## src/hdl/kcc_pkg.sv

```systemverilog
// ----------------------------------------------------------------------------
// kcc_pkg
// Shared types and constants for the kicker charge/kick controller.
// ----------------------------------------------------------------------------
package kcc_pkg;

	localparam int CfgIdxW = 2;
	localparam int CfgDataW = 8;

	// register indexes on the write port
	localparam logic [CfgIdxW-1:0] REG_PWM_PERIOD = 2'd0;
	localparam logic [CfgIdxW-1:0] REG_DUTY_STEP = 2'd1;
	localparam logic [CfgIdxW-1:0] REG_BLINK_ON = 2'd2;
	localparam logic [CfgIdxW-1:0] REG_BLINK_OFF = 2'd3;

	// register reset values
	localparam logic [7:0] PWM_PERIOD_RST = 8'd30;
	localparam logic [4:0] DUTY_STEP_RST = 5'd3;
	localparam logic [7:0] BLINK_ON_RST = 8'd20;
	localparam logic [7:0] BLINK_OFF_RST = 8'd30;

	// command characters
	localparam logic [7:0] CMD_DRIB = 8'h64;       // 'd'
	localparam logic [7:0] CMD_KICK = 8'h6b;       // 'k'
	localparam logic [7:0] CMD_CHARGE = 8'h63;     // 'c'
	localparam logic [7:0] CMD_DISCHARGE = 8'h70;  // 'p'
	localparam logic [7:0] CMD_STOP = 8'h73;       // 's'
	localparam logic [7:0] CMD_BEAM_ARM = 8'h62;   // 'b'
	localparam logic [7:0] CMD_FULL_ARM = 8'h66;   // 'f'

	localparam logic [7:0] CHAR_ZERO = 8'h30;      // '0'
	localparam logic [7:0] CHAR_NINE = 8'h39;      // '9'

	typedef struct packed {
		logic [7:0] pwm_period;
		logic [4:0] duty_step;
		logic [7:0] blink_on_limit;
		logic [7:0] blink_off_limit;
	} cfg_t;

	typedef struct packed {
		logic       packet_valid;
		logic [7:0] cmd;
		logic [7:0] arg_char;
		logic       beam_broken;
		logic       charge_done_n;
	} item_t;

	typedef struct packed {
		logic kick_fire;
		logic discharge_pulse;
		logic recharge_toggle;
		logic charge_on;
		logic dribbler_on;
		logic indicator_on;
	} result_t;

endpackage

```

## src/hdl/kcc_cfg.sv

```systemverilog
// ----------------------------------------------------------------------------
// kcc_cfg
// Configuration register file, write-only.
// ----------------------------------------------------------------------------
module kcc_cfg (
	input  logic                        clk,
	input  logic                        arst_n,
	input  logic                        cfg_we,
	input  logic [kcc_pkg::CfgIdxW-1:0] cfg_index,
	input  logic [kcc_pkg::CfgDataW-1:0] cfg_data,
	output kcc_pkg::cfg_t               cfg
);
	import kcc_pkg::*;

	cfg_t cfg_q;

	always_ff @(posedge clk or negedge arst_n) begin
		if (!arst_n) begin
			cfg_q.pwm_period <= PWM_PERIOD_RST;
			cfg_q.duty_step <= DUTY_STEP_RST;
			cfg_q.blink_on_limit <= BLINK_ON_RST;
			cfg_q.blink_off_limit <= BLINK_OFF_RST;
		end else if (cfg_we) begin
			unique case (cfg_index)
				REG_PWM_PERIOD: cfg_q.pwm_period <= cfg_data;
				REG_DUTY_STEP: cfg_q.duty_step <= cfg_data[4:0];
				REG_BLINK_ON: cfg_q.blink_on_limit <= cfg_data;
				REG_BLINK_OFF: cfg_q.blink_off_limit <= cfg_data;
				default: ;
			endcase
		end
	end

	assign cfg = cfg_q;

endmodule

```

## src/hdl/kcc_core.sv

```systemverilog
// ----------------------------------------------------------------------------
// kcc_core
// Controller state and the next-state/result logic for one control pass.
// ----------------------------------------------------------------------------
module kcc_core (
	input  logic             clk,
	input  logic             arst_n,
	input  logic             adv,
	input  kcc_pkg::item_t   item,
	input  kcc_pkg::cfg_t    cfg,
	output kcc_pkg::result_t res
);
	import kcc_pkg::*;

	logic [7:0] pwm_count_q, duty_high_q, blink_count_q;
	logic       indicator_q, charging_q, maintain_q, beam_armed_q, full_armed_q;

	logic [7:0] pwm_count_d, duty_high_d, blink_count_d;
	logic       indicator_d, charging_d, maintain_d, beam_armed_d, full_armed_d;
	logic       kick, discharge, toggle, drib;
	logic [8:0] duty_prod;
	logic       full;

	// step (<= 31) times digit (<= 9) fits in 9 bits
	assign duty_prod = 9'(cfg.duty_step) * 9'(item.arg_char[3:0]);
	assign full = !item.charge_done_n;

	always_comb begin
		pwm_count_d = pwm_count_q;
		duty_high_d = duty_high_q;
		blink_count_d = blink_count_q;
		indicator_d = indicator_q;
		charging_d = charging_q;
		maintain_d = maintain_q;
		beam_armed_d = beam_armed_q;
		full_armed_d = full_armed_q;
		kick = 1'b0;
		discharge = 1'b0;
		toggle = 1'b0;

		// blink counter
		if (blink_count_q <= cfg.blink_on_limit) begin
			indicator_d = 1'b1;
			blink_count_d = blink_count_q + 8'd1;
		end else if (blink_count_q <= cfg.blink_off_limit) begin
			indicator_d = 1'b0;
			blink_count_d = blink_count_q + 8'd1;
		end else begin
			blink_count_d = 8'd0;
		end

		// dribbler PWM
		drib = pwm_count_q <= duty_high_q;
		pwm_count_d = ((pwm_count_q >= cfg.pwm_period) ? 8'd0 : pwm_count_q) + 8'd1;

		if (item.packet_valid) begin
			unique case (item.cmd)
				CMD_DRIB: begin
					if (item.arg_char >= CHAR_ZERO && item.arg_char <= CHAR_NINE) begin
						duty_high_d = duty_prod[8] ? 8'hff : duty_prod[7:0];
					end
				end
				CMD_KICK: begin
					charging_d = 1'b0;
					kick = 1'b1;
					beam_armed_d = 1'b0;
					maintain_d = 1'b0;
					indicator_d = 1'b1;
				end
				CMD_CHARGE: begin
					charging_d = 1'b1;
					maintain_d = 1'b1;
				end
				CMD_DISCHARGE: begin
					charging_d = 1'b0;
					discharge = 1'b1;
					maintain_d = 1'b0;
				end
				CMD_STOP: begin
					charging_d = 1'b0;
					beam_armed_d = 1'b0;
					maintain_d = 1'b0;
				end
				CMD_BEAM_ARM: begin
					indicator_d = 1'b1;
					charging_d = 1'b1;
					beam_armed_d = 1'b1;
					maintain_d = 1'b1;
				end
				CMD_FULL_ARM: begin
					indicator_d = 1'b1;
					charging_d = 1'b1;
					full_armed_d = 1'b1;
					maintain_d = 1'b1;
				end
				default: ;
			endcase
		end

		// full-charge arm turns into a beam arm
		if (full_armed_d && full) begin
			beam_armed_d = 1'b1;
			full_armed_d = 1'b0;
		end

		if (maintain_d && full) begin
			toggle = 1'b1;
			charging_d = 1'b1;
		end

		// beam kick
		if (item.beam_broken && beam_armed_d) begin
			beam_armed_d = 1'b0;
			charging_d = 1'b0;
			kick = 1'b1;
			indicator_d = 1'b1;
			maintain_d = 1'b0;
		end
	end

	always_ff @(posedge clk or negedge arst_n) begin
		if (!arst_n) begin
			pwm_count_q <= '0;
			duty_high_q <= '0;
			blink_count_q <= '0;
			indicator_q <= 1'b1;
			charging_q <= 1'b0;
			maintain_q <= 1'b0;
			beam_armed_q <= 1'b0;
			full_armed_q <= 1'b0;
		end else if (adv) begin
			pwm_count_q <= pwm_count_d;
			duty_high_q <= duty_high_d;
			blink_count_q <= blink_count_d;
			indicator_q <= indicator_d;
			charging_q <= charging_d;
			maintain_q <= maintain_d;
			beam_armed_q <= beam_armed_d;
			full_armed_q <= full_armed_d;
		end
	end

	assign res.kick_fire = kick;
	assign res.discharge_pulse = discharge;
	assign res.recharge_toggle = toggle;
	assign res.charge_on = charging_d;
	assign res.dribbler_on = drib;
	assign res.indicator_on = indicator_d;

endmodule

```

## src/hdl/kicker_charge_kick_controller.sv

```systemverilog
// ----------------------------------------------------------------------------
// kicker_charge_kick_controller
// Kicker charge/kick controller: one control pass per accepted item.
// ----------------------------------------------------------------------------
// Each accepted item is one control pass. It is captured in an input register,
// and once the result register is free the pass is evaluated against the controller
// state (PWM and blink counters, charge/maintain/arm flags) by combinational
// compare, multiply and select logic and written into a result register, while the
// state updates in the same edge. Throughput is one item per cycle while
// result_stall does not hold a result, limited only by the state feedback of the
// pass logic. A result held by result_stall backs up into the input register and
// then asserts item_stall; no transaction is lost or repeated. Configuration
// registers (index 0 PWM period, 1 duty step, 2 blink-on limit, 3 blink-off
// limit) are written through cfg_we/cfg_index/cfg_data and must only be changed
// while the block is idle.
// ----------------------------------------------------------------------------
module kicker_charge_kick_controller (
	input  logic                         clk,
	input  logic                         arst_n,
	// configuration
	input  logic                         cfg_we,
	input  logic [kcc_pkg::CfgIdxW-1:0]  cfg_index,
	input  logic [kcc_pkg::CfgDataW-1:0] cfg_data,
	// item channel
	input  logic                         item_valid,
	output logic                         item_stall,
	input  logic                         packet_valid,
	input  logic [7:0]                   cmd,
	input  logic [7:0]                   arg_char,
	input  logic                         beam_broken,
	input  logic                         charge_done_n,
	// result channel
	output logic                         result_valid,
	input  logic                         result_stall,
	output logic                         kick_fire,
	output logic                         discharge_pulse,
	output logic                         recharge_toggle,
	output logic                         charge_on,
	output logic                         dribbler_on,
	output logic                         indicator_on
);
	import kcc_pkg::*;

	cfg_t    cfg;
	item_t   item_s1;
	logic    valid_s1;
	result_t res;
	result_t result_q;
	logic    result_valid_q;
	logic    adv;

	kcc_cfg u_cfg (
		.clk       (clk),
		.arst_n    (arst_n),
		.cfg_we    (cfg_we),
		.cfg_index (cfg_index),
		.cfg_data  (cfg_data),
		.cfg       (cfg)
	);

	// the pass in the input register completes when the result register is free
	assign adv = valid_s1 && (!result_valid_q || !result_stall);
	assign item_stall = valid_s1 && !adv;

	always_ff @(posedge clk or negedge arst_n) begin
		if (!arst_n) begin
			valid_s1 <= 1'b0;
		end else if (!item_stall) begin
			valid_s1 <= item_valid;
		end
	end

	always_ff @(posedge clk) begin
		if (!item_stall && item_valid) begin
			item_s1.packet_valid <= packet_valid;
			item_s1.cmd <= cmd;
			item_s1.arg_char <= arg_char;
			item_s1.beam_broken <= beam_broken;
			item_s1.charge_done_n <= charge_done_n;
		end
	end

	kcc_core u_core (
		.clk    (clk),
		.arst_n (arst_n),
		.adv    (adv),
		.item   (item_s1),
		.cfg    (cfg),
		.res    (res)
	);

	always_ff @(posedge clk or negedge arst_n) begin
		if (!arst_n) begin
			result_valid_q <= 1'b0;
		end else if (!result_valid_q || !result_stall) begin
			result_valid_q <= valid_s1;
		end
	end

	always_ff @(posedge clk) begin
		if (adv) begin
			result_q <= res;
		end
	end

	assign result_valid = result_valid_q;
	assign kick_fire = result_q.kick_fire;
	assign discharge_pulse = result_q.discharge_pulse;
	assign recharge_toggle = result_q.recharge_toggle;
	assign charge_on = result_q.charge_on;
	assign dribbler_on = result_q.dribbler_on;
	assign indicator_on = result_q.indicator_on;

endmodule

```

## config.mk

```make
export PLATFORM = sky130hd
export DESIGN_NAME = kicker_charge_kick_controller
export DESIGN_NICKNAME = d
export VERILOG_FILES = /design/src/hdl/kcc_pkg.sv /design/src/hdl/kcc_cfg.sv /design/src/hdl/kcc_core.sv /design/src/hdl/kicker_charge_kick_controller.sv
export SDC_FILE = /design/constraint.sdc
export NUM_CORES = 1
export LEC_CHECK = 0
export BUFFER_PORTS_ARGS = -buffer_cell sky130_fd_sc_hd__clkbuf_2
export CORE_ASPECT_RATIO = 1.1
export CORE_MARGIN = 2
export CORE_UTILIZATION = 50
export DETAILED_ROUTE_END_ITERATION = 16
export HOLD_SLACK_MARGIN = 0.12
export PLACE_DENSITY = 0.69
export SYNTH_ARGS = -nofsm -noshare
export SYNTH_HDL_FRONTEND = slang
export SYNTH_SLANG_ARGS = --single-unit
```

## constraint.sdc

```tcl
create_clock -name clk -period 3.7 [get_ports clk]
set_clock_uncertainty 0.1 [all_clocks]
set_input_delay 0.185 -clock clk [delete_from_list [all_inputs] [get_ports clk]]
set_output_delay 0.185 -clock clk [all_outputs]
set_load 0.05 [all_outputs]
```

==> metrics.txt, run 1 <==
HP Start=cfg_index[1]; number of synthesized flops with an enable pin=25; top cells by area, synth=dfrtp_1 (25%), edfxtp_1 (16%), ha_1 (12%); critical path data arrival time=approximately 3500 ps; Seq/Total Area, Yosys=0.474; Num CTS Buffers=9; area grow syn2layout=18.1%; worst hold-check path type=in2reg; Post-synth ARST share=0.706; crit end category=flop; worst-margin pin slew=between 900 and 1000 ps; GRT Residual Overflow=0; VDD IR max=approximately 0.28 mV; post-route setup TNS=0 ps; relative slew slack=0.363; CTS max path bufs=2; vias per cell=between 5 and 6; # DRC=0; die area=10400 um2; final WL=9.34 mm; register bit count reported by yosys=85; clk slew on worst S/H paths=about 100 ps; port bufs=41; Pleak=~0.0026 uW; final HPWL from detailed placement=~6.7 mm; Starting Density=0.512; ratio of total power to cell area=between 400 and 500 nW/um2; Post-Synthesis Cell Area=approximately 4800 um2; worst path required time=3790 ps; dpl cell area=between 5000 and 6000 um2; Final period util=0.929; commonest cells in the netlist=dfrtp_1 (47), ha_1 (47), inv_1 (45); synthesized area per cell=~11 um2; YS warnings=0; Startpoint Class=flop; first-pass GRT wire length=approximately 16 mm; # setup viols final=0; clock sink count=85; vias=3431; die height=107 um; post-synth top area cell=dfrtp_1; Hold Vio Cnt, Final=0; routability congestion estimate=between 0.7 and 0.8; first-pass detailed-route iteration total=4; reg2reg start=u_cfg.cfg[16]; CTS root buf=clkbuf_8; ys flop type=dfrtp_1; Crit Path Category=reg2reg; Avg WL per Cell=approximately 15 um; ANT cells=0; Netlist cell types=52; Max Slew Vio Count=0; CORE AREA=a little over 9000 um2; first-iteration detailed-routing DRC count=slightly below 90; TritonCTS clock tree=built; syn_nets=~530; die width=~97 um; CP startpoint=u_cfg.cfg[16]; row count=37; Total Nets Final=just over 600; clock latency on the worst-skew pair=about 360 ps; antenna violations before repair=0; RSZ-0062 raised after global routing=no; status=completed; Synth top area share=0.246; max cap viols=0; number of global-route vias before repair=between 3000 and 4000; num ports=between 40 and 50; share of layout cells above drive strength 1=0.198; H-tree depth=3; worst-path fanout max=8; pin count of the biggest net entering global routing=39; Post-Syn Instances=~440; crit path time final=between 3000 and 4000 ps; Routed Antenna Nets=0; Total GRT Usage=0.195; FMAX=291 MHz; Post-Layout Inst Area=about 5700 um2
[where the power goes]
| group | total, uW | internal, uW | leakage, uW | switching, uW |
|---|---|---|---|---|
| clock network | 674 | 319 | 0.0000988 | 355 |
| logic | 871 | 414 | 0.00153 | 457 |
| registers | 1270 | 1130 | 0.000963 | 137 |
| total | 2820 | 1870 | 0.00259 | 949 |
[cell type report]
class                           instances  area [um2]
Timing Repair Buffer                   75         538
Clock inverter                          6        71.3
Fill cell                             771        3700
Tap cell                              117         146
Multi-Input combinational cell        303        2330
Clock buffer                           10         128
Inverter                               46         173
Sequential cell                        85        2270
[logic make-up after synthesis]
kind of cell | Yosys count | synth area share
and+or+nand+nor | 129 | 0.148
AOI/OAI and AO/OA | 88 | 0.117
DFF | 85 | 0.474
adders and majority gates | 53 | 0.148
buffers and inverters | 51 | 0.0416
muxes | 22 | 0.0518
xor gates and xnor gates | 11 | 0.0201
[layout by cell type (no fill, tap or decap), types with 8 or more instances in the layout]
cell type,instances
ha_1,47
dfrtp_1,47
inv_1,45
clkbuf_2,41
nand2_1,36
dlygate4sd3_1,31
o21ai_0,25
edfxtp_1,25
mux2_2,22
and2_1,20
a21oi_1,20
nor2_1,17
nand3_1,14
dfstp_2,13
and3_1,9
clkbuf_8,9
nand4_1,8
a31oi_1,8
[registers in the layout (all words and copies together) (netlist names), 8 cells and up]
name                  cells
item_s1                  19
u_cfg.cfg                29
u_core.blink_count_q      8
u_core.duty_high_q        8
u_core.pwm_count_q        8
[stage by stage]
stage	total power [uW]	hold WS, ps	setup slack (ps)	utilization	instances
2_1_floorplan	1900	-211	437	-	439
3_3_place_gp	2090	261	258	0.549	595
3_5_place_dp	2140	264	138	0.549	595
4_1_cts	2840	172	102	0.604	642
5_1_grt	3030	205	15.5	0.604	642
6_report	2820	191	264	0.604	642
[what timing repair did]
item	4_1_cts	5_1_grt
buffers inserted	0	0
endpoints found under the hold margin	76	0
setup endpoints to repair	0	8
gates resized for setup	0	1
hold buffers	31	0
[worst paths after layout]
kind	endpoint	slack (ps)	cells after the start
min in group asynchronous	u_cfg.cfg[15]	400	2
worst max-delay path	u_core.duty_high_q[0]	260	12
worst min-delay path	u_cfg.cfg[23]	190	5
max in group asynchronous	u_cfg.cfg[17]	2190	3
worst min register to register	result_valid	400	1
worst max register to register	u_core.duty_high_q[0]	260	12
[layer usage]
metal  part of all wire  track usage
met1               0.46        0.243
met2               0.49        0.340
met3              0.037       0.0482
met4             0.0090       0.0556
met5                  0            0
[critical path, cell delays in order, from the launching register on]
cell and delay, ps:
dfstp_2 570, nand2_1 80, fa_1 530, inv_1 50, fa_1 560, inv_1 70, fa_1 450, nor2b_1 160
o31a_1 150, o21ai_0 80, nand2b_1 110, xnor2_2 200, a31oi_1 140
(Power assumes the default switching activity.)
==> run 2, diff against run 1 <==
==> constraint.sdc (replaced) <==
create_clock -name clk -period 3.7 [get_ports clk]
set_clock_uncertainty 0.1 [all_clocks]
set_input_delay 0.74 -clock clk [delete_from_list [all_inputs] [get_ports clk]]
set_output_delay 0.74 -clock clk [all_outputs]
set_load 0.05 [all_outputs]
==> metrics.txt, run 2 (synthesis results as in run 1) <==
Most common cell on crit path=fa_1; Final period util=0.925; routability congestion estimate=roughly 0.78; max reg flops=29; reg2reg start=u_cfg.cfg[16]; Avg WL per Cell=~14 um; H-tree depth=3; relative slew slack=0.447; Reg2Reg Depth=12; clock sink count=85; Core Util, Final=0.574; FMAX=about 290 MHz; crit end category=flop; TritonCTS clock tree=built; first-pass detailed-route iteration total=5; status=completed; share of layout cells above drive strength 1=0.211; most frequent cells in the layout=ha_1 (47), dfrtp_1 (47), inv_1 (45); final WL=8.76 mm; clock latency on the worst-skew pair=360 ps; Starting Density=0.512; Num CTS Buffers=9; post-route setup TNS=0 ps; CTS root buf=clkbuf_8; CP Cell Sequence=nand2_1 -> fa_1 -> inv_1 -> fa_1 -> inv_1 -> fa_1 -> nor2b_1 -> o31a_1 -> o21ai_0 -> nand2b_1 -> xnor2_2 -> a31oi_1; CTS max path bufs=2; Crit Path Category=reg2reg; CORE AREA=between 9000 and 10000 um2; Pleak=roughly 0.0025 uW; ANT cells=0; final HPWL from detailed placement=just under 7 mm; total placed cells including tap cells=~600; Total Power=about 2900 uW; area of the multi-input gates=between 2000 and 2500 um2; die area=10400 um2; vias=between 3000 and 4000; Hold Vio Cnt, Final=0; number of global-route vias before repair=~3400; crit path time final=3420 ps; ratio of total power to cell area=between 500 and 600 nW/um2; pin count of the biggest net entering global routing=38; # DRC=0; non-filler instance count after layout=just over 600; clk slew on worst S/H paths=90 ps; slowest cell delay on critical path=roughly 560 ps; setup bufs post-CTS=0; antenna violations before repair=0; VDD IR max=roughly 0.25 mV; die width=between 90 and 100 um; row count=37; Max Slew Vio Count=0; worst-path fanout max=8; RSZ-0062 raised after global routing=no; first-pass GRT wire length=approximately 15 mm; area grow syn2layout=12.0%; r2r endpoint=u_core.duty_high_q[4]; critical path data arrival time=around 3500 ps; max cap viols=0; Startpoint Class=flop; worst path required time=3800 ps; Total GRT Usage=0.182; die height=~110 um; Sequential Area=2270 um2; # setup viols final=0; worst-margin pin slew=just over 800 ps; port bufs=between 40 and 50; slowest CP cell=dfstp_2; Total Nets Final=576; vias per cell=between 5 and 6; worst hold-check path type=in2async; first-iteration detailed-routing DRC count=99; Routed Antenna Nets=0; FILL cells=between 800 and 900; reg-to-reg slack, setup=roughly 280 ps; num ports=42; Min Hold Slack=approximately 270 ps; GRT Residual Overflow=0
## run 2: cell count changes in the layout (fill, tap and decap cells not counted)
cell           before  now
inv_8               1    0
dlygate4sd3_1      31    0
inv_6               1    3
bufinv_16           1    2
clkinv_4            1    0
clkinv_2            1    0
## run 2: routing by layer
metal	global-route usage	wire, um
met4	0.0764	74
met5	0	0
met3	0.0365	323
met2	0.302	4280
met1	0.236	4080
## run 2: area by class of cell
| cell class | count | area share |
|---|---|---|
| Clock buffer | 10 | 0.0238 |
| Tap cell | 117 | 0.0273 |
| Inverter | 46 | 0.0322 |
| Multi-Input combinational cell | 303 | 0.434 |
| Timing Repair Buffer | 44 | 0.0425 |
| Clock inverter | 6 | 0.0175 |
| Sequential cell | 85 | 0.423 |
## run 2: power by group
part	internal (uW)	switching [uW]	total [uW]
combinational	394	453	846
sequential	1130	132	1270
clock	388	350	738
## run 2: what timing repair did
item	4_1_cts	5_1_grt
resized for setup	0	1
hold buffers	0	0
endpoints found under the setup margin	0	8
## run 2: stage by stage
stage / instance area [um2] / setup slack (ps)
finish: 5360 / 279
global route: 5360 / 39.7
CTS: 5360 / 136
detailed placement: 5130 / 161
global placement: 5130 / 260
floorplan: 4790 / 437
## run 2: how the worst max path moves through the flow
| stage | startpoint | to | cells after the start |
|---|---|---|---|
| after floorplan | u_cfg.cfg[16] | u_core.duty_high_q[0] | 12 |
| after global placement | u_cfg.cfg[17] | u_core.duty_high_q[0] | 10 |
| after detailed placement | item_s1[5] | u_core.duty_high_q[7] | 10 |
| after CTS | item_s1[5] | u_core.duty_high_q[7] | 10 |
| after global routing | u_cfg.cfg[16] | u_core.duty_high_q[4] | 12 |
| final | u_cfg.cfg[16] | u_core.duty_high_q[4] | 12 |
## run 2: worst max-delay path: cells and delay by family, from the launching register on
family | cells | cell delay [ps]
adder cells (fa/ha/maj) | 3 | 1560
flip-flops | 1 | 560
AND/OR/NAND/NOR | 3 | 360
AO/OA/AOI/OAI | 3 | 360
XOR/XNOR | 1 | 200
buffers and inverters | 2 | 120
==> run 3, diff against run 2 <==
CTS_BUF_LIST = sky130_fd_sc_hd__clkbuf_4 sky130_fd_sc_hd__clkbuf_8   (was default)
==> metrics.txt, run 3 (synthesis results as in run 1) <==
reg-to-reg slack, setup=approximately 280 ps; first-pass GRT wire length=between 15 and 20 mm; Startpoint Class=flop; relative slew slack=0.419; max cap viols=0; Final period util=0.925; Total GRT Usage=0.182; met2 Track Usage GR=0.302; Net Switching=between 900 and 1000 uW; first-pass detailed-route iteration total=4; vias=roughly 3400; pin count of the biggest net entering global routing=38; die area=10400 um2; antenna violations before repair=0; vias per cell=5.49; Sw Ratio=0.328; clock sink count=85; row count=37; Sequential Area=around 2300 um2; max reg flops=29; GR peak layer=met2; GRT Residual Overflow=0; routability congestion estimate=a little under 0.8; Core Util, Final=0.574; num ports=42; setup bufs post-CTS=0; TritonCTS clock tree=built; port bufs=41; number of global-route vias before repair=approximately 3400; Pleak=approximately 0.0025 uW; Avg WL per Cell=14.4 um; Seq pwr share=0.443; clk slew on worst S/H paths=about 90 ps; FMAX=292 MHz; Routed Antenna Nets=0; VDD IR max=about 0.25 mV; # DRC=0; Min Hold Slack=between 200 and 300 ps; H-tree depth=3; Starting Density=0.512; CTS root buf=clkbuf_8; post-route setup TNS=0 ps; most frequent cells in the layout=ha_1 (47), dfrtp_1 (47), inv_1 (45); Num CTS Buffers=9; ratio of total power to cell area=between 500 and 600 nW/um2; met3 Usage GRT=0.0365; Clock power frac=0.260; Total Nets Final=between 500 and 600; RSZ-0062 raised after global routing=no; FILL cells=819; Hold Vio Cnt, Final=0; worst hold-check path type=in2async; area of the multi-input gates=between 2000 and 2500 um2; final HPWL from detailed placement=about 6.8 mm; CORE AREA=9350 um2; crit path time final=approximately 3400 ps; Max Slew Vio Count=0; area grow syn2layout=12.1%; status=completed; CP Cell Sequence=nand2_1 -> fa_1 -> inv_1 -> fa_1 -> inv_1 -> fa_1 -> nor2b_1 -> o31a_1 -> o21ai_0 -> nand2b_1 -> xnor2_2 -> a31oi_1; CTS max path bufs=2; crit end category=flop; share of layout cells above drive strength 1=0.213; first-iteration detailed-routing DRC count=between 100 and 150; Crit Path Category=reg2reg; CP delay by family, top=adder cells; Logic pwr share=0.296; worst-path fanout max=8; slowest cell delay on critical path=560 ps; final WL=8.77 mm; Crit path buffers/inverters=2; die height=107 um; worst-margin pin slew=roughly 870 ps; die width=97.3 um; Power Internal=1920 uW; ANT cells=0; clock latency on the worst-skew pair=around 360 ps; slowest CP cell=dfstp_2; Most common cell on crit path=fa_1; worst path required time=about 3800 ps; M1 GR Usage=0.236; critical path data arrival time=~3500 ps; # setup viols final=0
## run 3: through the flow
step | cells | setup WS (ps) | area (um2) | total power, uW
after global routing | 611 | 39.7 | 5370 | 3070
after detailed placement | 595 | 161 | 5130 | 2140
final | 611 | 278 | 5370 | 2860
after CTS | 611 | 136 | 5360 | 2890
after floorplan | 439 | 437 | 4790 | 1900
after global placement | 595 | 260 | 5130 | 2090
## run 3: path summary, 6_finish.rpt
check / to / depth (start not counted) / from
setup / recovery: u_core.duty_high_q[4] / 12 / u_cfg.cfg[16]
max in group asynchronous: u_cfg.cfg[10] / 2 / arst_n
hold / removal: u_core.pwm_count_q[2] / 1 / arst_n
setup reg to reg: u_core.duty_high_q[4] / 12 / u_cfg.cfg[16]
min in group clk: u_cfg.cfg[24] / 2 / u_cfg.cfg[24]
hold reg to reg: u_cfg.cfg[24] / 2 / u_cfg.cfg[24]
## run 3: cell type report
type,count,share of cell area
multi-input cells,303,0.434
well taps,117,0.0273
inverters,46,0.0322
clock inverters,6,0.0175
flip-flops and latches,85,0.423
clock buffers,10,0.0245
repair buffers,44,0.0424
## run 3: power by group through the flow
| stage | registers [uW] | logic [uW] | clock network, uW |
|---|---|---|---|
| final | 1270 | 848 | 744 |
| after global placement | 1280 | 807 | 0 |
| after floorplan | 1280 | 626 | 0 |
| after CTS | 1270 | 860 | 762 |
| after global routing | 1290 | 984 | 800 |
| after detailed placement | 1290 | 855 | 0 |
## run 3: timing repair
item                                    4_1_cts  5_1_grt
gates resized for setup                       0        1
endpoints found under the setup margin        0        8
hold buffers                                  0        0
## run 3: metal layers
layer | wire length, um | share of wire | vias to the layer above
met3 | 344 | 0.039 | 10
met1 | 4100 | 0.47 | 1625
met4 | 114 | 0.013 | 0
li1 | - | - | 1655
met5 | 0 | 0 | -
met2 | 4210 | 0.48 | 65
